**config.mk**
```make
export PLATFORM = sky130hd
export DESIGN_NAME = epcc_adj_mem
export DESIGN_NICKNAME = d
export VERILOG_FILES = /design/src/rtl/core/epcc_adj_mem.sv
export SDC_FILE = /design/constraint.sdc
export NUM_CORES = 2
export LEC_CHECK = 0
export ABC_CLOCK_PERIOD_IN_PS = 11500
export BUFFER_PORTS_ARGS = -buffer_cell sky130_fd_sc_hd__buf_4
export CORE_MARGIN = 2
export CORE_UTILIZATION = 40
export DETAILED_ROUTE_END_ITERATION = 16
export GPL_TIMING_DRIVEN = 0
export PLACE_DENSITY = 0.53
export SYNTH_ARGS = -nofsm -noshare
export SYNTH_HDL_FRONTEND = slang
export SYNTH_SLANG_ARGS = --single-unit
export TNS_END_PERCENT = 10
```
**constraint.sdc**
```tcl
create_clock -name clk -period 11.5 [get_ports clk]
set_input_delay 1.725 -clock clk [delete_from_list [all_inputs] [get_ports clk]]
set_output_delay 1.725 -clock clk [all_outputs]
set_load 0.02 [all_outputs]
```
**src/rtl/core/epcc_adj_mem.sv**
```systemverilog
// Adjacency row memory with one valid bit per row and a registered read port.
module epcc_adj_mem #(
  parameter int MAX_VERTICES = 64
) (
  input  logic                              clk,
  input  logic                              rst_n,
  input  logic                              clr,
  input  logic                              wr_en,
  input  logic [$clog2(MAX_VERTICES)-1:0]   wr_addr,
  input  logic [MAX_VERTICES-1:0]           wr_data,
  input  logic [$clog2(MAX_VERTICES)-1:0]   rd_addr,
  output logic [MAX_VERTICES-1:0]           rd_data
);

  logic [MAX_VERTICES-1:0] mem [MAX_VERTICES];
  logic [MAX_VERTICES-1:0] valid_r;
  logic [MAX_VERTICES-1:0] rd_data_r;

  // Write a row; the array itself has no reset
  always_ff @(posedge clk) begin
    if (wr_en) begin
      mem[wr_addr] <= wr_data;
    end
  end

  // Track rows written since the last clear
  always_ff @(posedge clk) begin
    if (!rst_n || clr) begin
      valid_r <= '0;
    end else if (wr_en) begin
      valid_r[wr_addr] <= 1'b1;
    end
  end

  // Register the read word; a row never written reads as empty
  always_ff @(posedge clk) begin
    rd_data_r <= valid_r[rd_addr] ? mem[rd_addr] : '0;
  end

  assign rd_data = rd_data_r;

endmodule

```
== Yosys cells after proc, flatten, opt, wreduce, memory -nomap -nowiden ==
Memory sizes are Yosys's and may differ from the RTL's. A register that Yosys moved wholly into a read port is not among the register bits.
Cells that the tools add are included.

* Flip-flop bits (word level): 64
* Latch bits: 0
* Bits in writable memories: 4096
* Memory bits (read-only): 0
* Input port bits: 80
* Output and inout bits: 64
* Logic and storage cells: 16
* Memories: 1

{| class="wikitable"
|+ Memories
! memory !! depth !! width !! rd ports !! clocked after memory_dff !! write ports !! RTL line !! RTL
|-
| mem || 64 || 64 || 1 || 1 || 1 || 15 || <nowiki>logic [MAX_VERTICES-1:0] mem [MAX_VERTICES];</nowiki>
|}

* $add $sub $neg: 0
* Multiply operators: 0
* Div/mod/pow operators: 0
* Magnitude comparators: 3
* Equality and inequality tests: 0
* Shift operators: 0
* Mux-type cells: 6
* Bitwise gates (word level): 1
* Reduce and logical (&&, ||, !) cells: 4

{| class="wikitable"
|+ Operators with widths
! operator !! number
|-
| bitwise OR 64 bit || 1
|-
| < comparator 6 x 7 -> 1 bit (second input constant) || 2
|-
| binary-select mux 1 bit (select 6 bit) || 1
|-
| demux 1 bit (select 6 bit) || 1
|-
| greater-or-equal comparator 6 x 1 -> 1 bit (second input constant) || 1
|-
| two-way mux 1 bit || 4
|-
| logical NOT 1 bit || 2
|-
| logical AND 1 bit || 1
|-
| logical OR 1 bit || 1
|}

== Logic depth before layout (Yosys ltp) ==
* Word-level depth: 5
* Gate-level depth with buffers: 11
* Gate-level depth less buffers: 5

== Worst setup path before layout ==
No wires, ideal clock.

* Path type: input port to flip-flop
* Start: input wr_en
* End: memory mem[48][0] (enable)
* Library setup time: 0.567 ns
* Data arrival time: 6.605 ns
* Required time: 10.933 ns
* Path slack: 4.328 ns
* Stages on the path: 3
* Buffers on the path: 0
* Cells stage by stage: nor2b_1 nand3_1 nor3_1

* Word-level cells in the longest chain between the ends: 2

{| class="wikitable"
|+ Ends and longest elaborated chain
! element !! RTL line !! RTL
|-
| from (decl) || 8 || <nowiki>input logic wr_en,</nowiki>
|-
| two-way mux 1 bit || 21 || <nowiki>if (wr_en) begin</nowiki>
|-
| two-way mux 1 bit (not written as such) || 22 || <nowiki>mem[wr_addr] <= wr_data;</nowiki>
|-
| to (decl) || 15 ||
|}

No other way between the ends.

== Worst setup path after layout ==
* Start: input rd_addr[2]
* End: register rd_data_r[34], in the netlist rd_data[34], read port of mem

* Word-level cells in the longest chain between the ends: 3

{| class="wikitable"
|+ Ends and longest elaborated chain
! element !! RTL line !! RTL
|-
| from (decl) || 11 || <nowiki>input logic [$clog2(MAX_VERTICES)-1:0] rd_addr,</nowiki>
|-
| binary-select mux 1 bit (select 6 bit) || 37 || <nowiki>rd_data_r <= valid_r[rd_addr] ? mem[rd_addr] : '0;</nowiki>
|-
| two-way mux 1 bit (not written as such) || 37 ||
|-
| logical NOT 1 bit (no source line) || -- ||
|-
| to (decl) || 17 || <nowiki>logic [MAX_VERTICES-1:0] rd_data_r;</nowiki>
|}

Several ways; a longest one is shown, not always the timed one. The select of a mux whose other input is x is not followed.
A chain may end at the register's enable or synchronous reset.

==> run_results.csv <==
group,metric,value,unit
synth,synth-async-reset-ratio,0,%
synth,synth-main-ff-cell,"edfxtp_1",
finish,design_area,188300,um^2
grt,grt_max_degree,65,
synth,synth_fa_ha_area_share,0,%
routing,drtIter0Drc,12980,
floorplanning,floorplan.initialDensity,40.20,%
setup_path,cp_data_required_time,12.29,ns
setup_path,worstSetupPathType,"input pin to register",
min_path,whs_path_depth,1,
sta,relSlewSlack,-2.693,%
place,gp_congestion,0.8725,
sta,final-setup-viol-count,0,
place,io_buffers,139,
synth,muxShareOfSynthArea,15.64,%
cts,clkTransAtPathRegs,0.06,ns
finish,area_growth,17.18,%
synth,synth_top_area_cell,"edfxtp_1",
status,violations,"max-capacitance violations, max-slew violations",
cts,postCtsHoldBufs,0,
cts,htreeDepth,5,
cts,cts_setup_buffers,0,
grt,grt_overflow_total,0,
cts,cts_buffer_depth,4,
cts,cts_tree,"yes",
synth,ys_types,65,
min_path,hp-class,"register to register",
sta,finClkSkew,0.06454,ns
floorplanning,dieArea,406800,um^2
floorplanning,die-width,637.8,um
grt,track_usage,26.59,%
cts,cts-root-buf,"clkbuf_16",
routing,via_count,84780,
finish,final_util,47.10,%
pwr,peakVddDrop,0.1332,mV
finish,fin_nets,8232,
setup_path,slowest_stage,"clkbuf_1",
place,placed_area,173700,um^2
synth,synth_seq_cells,4224,
synth,netlist_top_cells_area,"edfxtp_1, mux4_2, mux2i_1, dfxtp_1, a22oi_1",
floorplanning,fp.dieH,637.8,um
status,outcome,"finished, violations left",
routing,drc,0,
synth,synth_edf_count,4096,
pwr,power.density,175.7,nW/um^2
sta,worst_slew_pin_slew,1.540,ns
finish,drive_gt1_share,26.16,%
setup_path,critPathMaxStageDelay,1.17,ns
floorplanning,num_rows,232,
setup_path,cp.arrival,7.56,ns
synth,yosys.area_share.simple,1.142,%
synth,synth_top_family_by_area,"multiplexers",
grt,grt_pass1_wl,730200,um
sta,fin_crit,6.768,ns
setup_path,crit_chain,"buf_4, buf_6, buf_2, inv_1, buf_2, clkbuf_2, clkbuf_1, nand2_1, a32oi_1, nand4b_1, a31oi_1",
pwr,power_leakage,0.06016,uW
grt,antenna_found_initial,49,
synth,syn_area_per_cell,21.97,um^2
sta,hold_viol,0,
floorplanning,io_pins,144,
synth,syn_inst,7313,
setup_path,path_max_fanout,10,
synth,yosysWarnings,0,
sta,slew_viol_final,42,
place,dp_hpwl,379600,um
sta,rsz0062_at_grt,"no",
synth,synth-xor-area-share,0,%
setup_path,startpoint_type,"input pin",
cts,clock-sinks,4224,
routing,wl_per_cell,39.75,um
synth,syn_area,160700,um^2
synth,synth_compound_area_share,3.672,%
cts,clock_latency,1.00,ns
setup_path,end_kind,"register",
synth,synthesis.nets,7393,
routing,drt_first_pass_iters,6,
cts,cts_made_buffers,446,
setup_path,cp.depth,11,
routing,postRouteAntennaNets,0,
floorplanning,core_area,399700,um^2
setup_path,cp_common_cell,"buf_2",
setup_path,crit_family,"buffers and inverters",
routing,drt-total-wl,549100,um
synth,synth_top_area_share,76.55,%
setup_path,worstPathBufferInverterCount,7,
sta,timing.fmax,0.1478,GHz
cts,post_cts_resized,0,
sta,fin_crit_sh,58.85,%
setup_path,reg2regPathDepth,5,
routing,routed_via_density,6.137,
synth,ys_seq_area_share,78.15,%
job,maxCapViolCount,7,
grt,grt_pass1_vias,82790,
[metrics by stage]
stage / total power [uW] / std cells / setup WS [ns] / TNS (ns) / hold WS [ns]
final: 33080 / 13810 / 4.732 / 0 / 0.4574
after global routing: 33850 / 13800 / 5.097 / 0 / 0.4736
after CTS: 33200 / 13790 / 5.023 / 0 / 0.4594
after detailed placement: 19100 / 12970 / 3.963 / 0 / 0.4457
after global placement: 19050 / 12720 / -4.935 / -1085.15 / 0.4376
after floorplan: 18150 / 7313 / 4.328 / 0 / 0.4324
[cell usage in the layout (no fill, tap or decap), drive strengths merged, types with 20 or more instances in the layout]
cell type	Yosys	layout
a31oi	60	60
o21ai	63	63
nand2	87	87
nor2	108	108
a211o	32	32
a211oi	20	20
and2	36	36
mux2	42	42
nand3	31	31
clkinv	0	180
o221ai	80	80
clkbuf	177	764
diode	0	25
bufinv	0	33
o22ai	136	136
mux4	856	856
a21o	35	35
buf	253	644
dfxtp	128	128
edfxtp	4096	4096
mux2i	534	534
a22oi	117	117
nor2b	29	29
o21a	69	69
a21oi	163	163
[per-layer routing]
layer  part of all wire [%]  up-vias  global-route usage [%]
li1                       -    32740                       -
met1                     39    46090                   36.57
met2                     46     4971                   41.74
met3                    9.6      960                   5.062
met4                    4.9       20                   11.11
met5                  0.023        -                       0
[worst paths after layout]
path	start	to	slack (ns)
max reg2reg	mem[58][63]	rd_data[63]	8.21
max	rd_addr[2]	rd_data[34]	4.73
min	valid_r[45]	valid_r[45]	0.46
min reg2reg	valid_r[45]	valid_r[45]	0.46
[cell usage after synthesis (all sizes together) (32+ instances only)]
cell type	instances
edfxtp	4096
mux4	856
mux2i	534
buf	253
clkbuf	177
a21oi	163
o22ai	136
dfxtp	128
a22oi	117
nor2	108
nand2	87
o221ai	80
o21a	69
o21ai	63
a31oi	60
mux2	42
and2	36
a21o	35
a211o	32
[registers in the layout, summed over array words and instances (netlist names)]
| name | count |
|---|---|
| mem | 4096 |
| rd_data | 64 |
| valid_r | 64 |
[cell type report]
type                       instances  area, um^2
sequential                      4224      125600
clock inverter                   233        2327
antenna                           25       62.56
fill                           32840      211400
inverter                           2       7.507
timing repair buffer             391        5947
clock buffer                     587       12170
buffer                           431        2265
tap                             5265        6588
multi-input combinational       2656       33350
[cells by family (layout without fill, tap and decap cells)]
group / Yosys count / in the layout
simple gates: 364 / 364
other cells: 0 / 25
flops: 4224 / 4224
buf+inv: 433 / 1644
compound gates: 860 / 860
mux: 1432 / 1432
[worst register-to-register path, cell delays in order, from the launching register on]
cell and delay (ns):
edfxtp_1 0.37, mux4_2 0.45, mux2i_1 0.40, mux2i_1 0.14, a21oi_1 1.11, a21oi_1 0.53
[report_power, final]
part	internal [uW]	switching (uW)	leakage [uW]
combinational	538	1250	0.0152
sequential	17000	21.9	0.0379
clock	8190	6110	0.00707
total	25700	7380	0.0602
(Power assumes the default switching activity.)
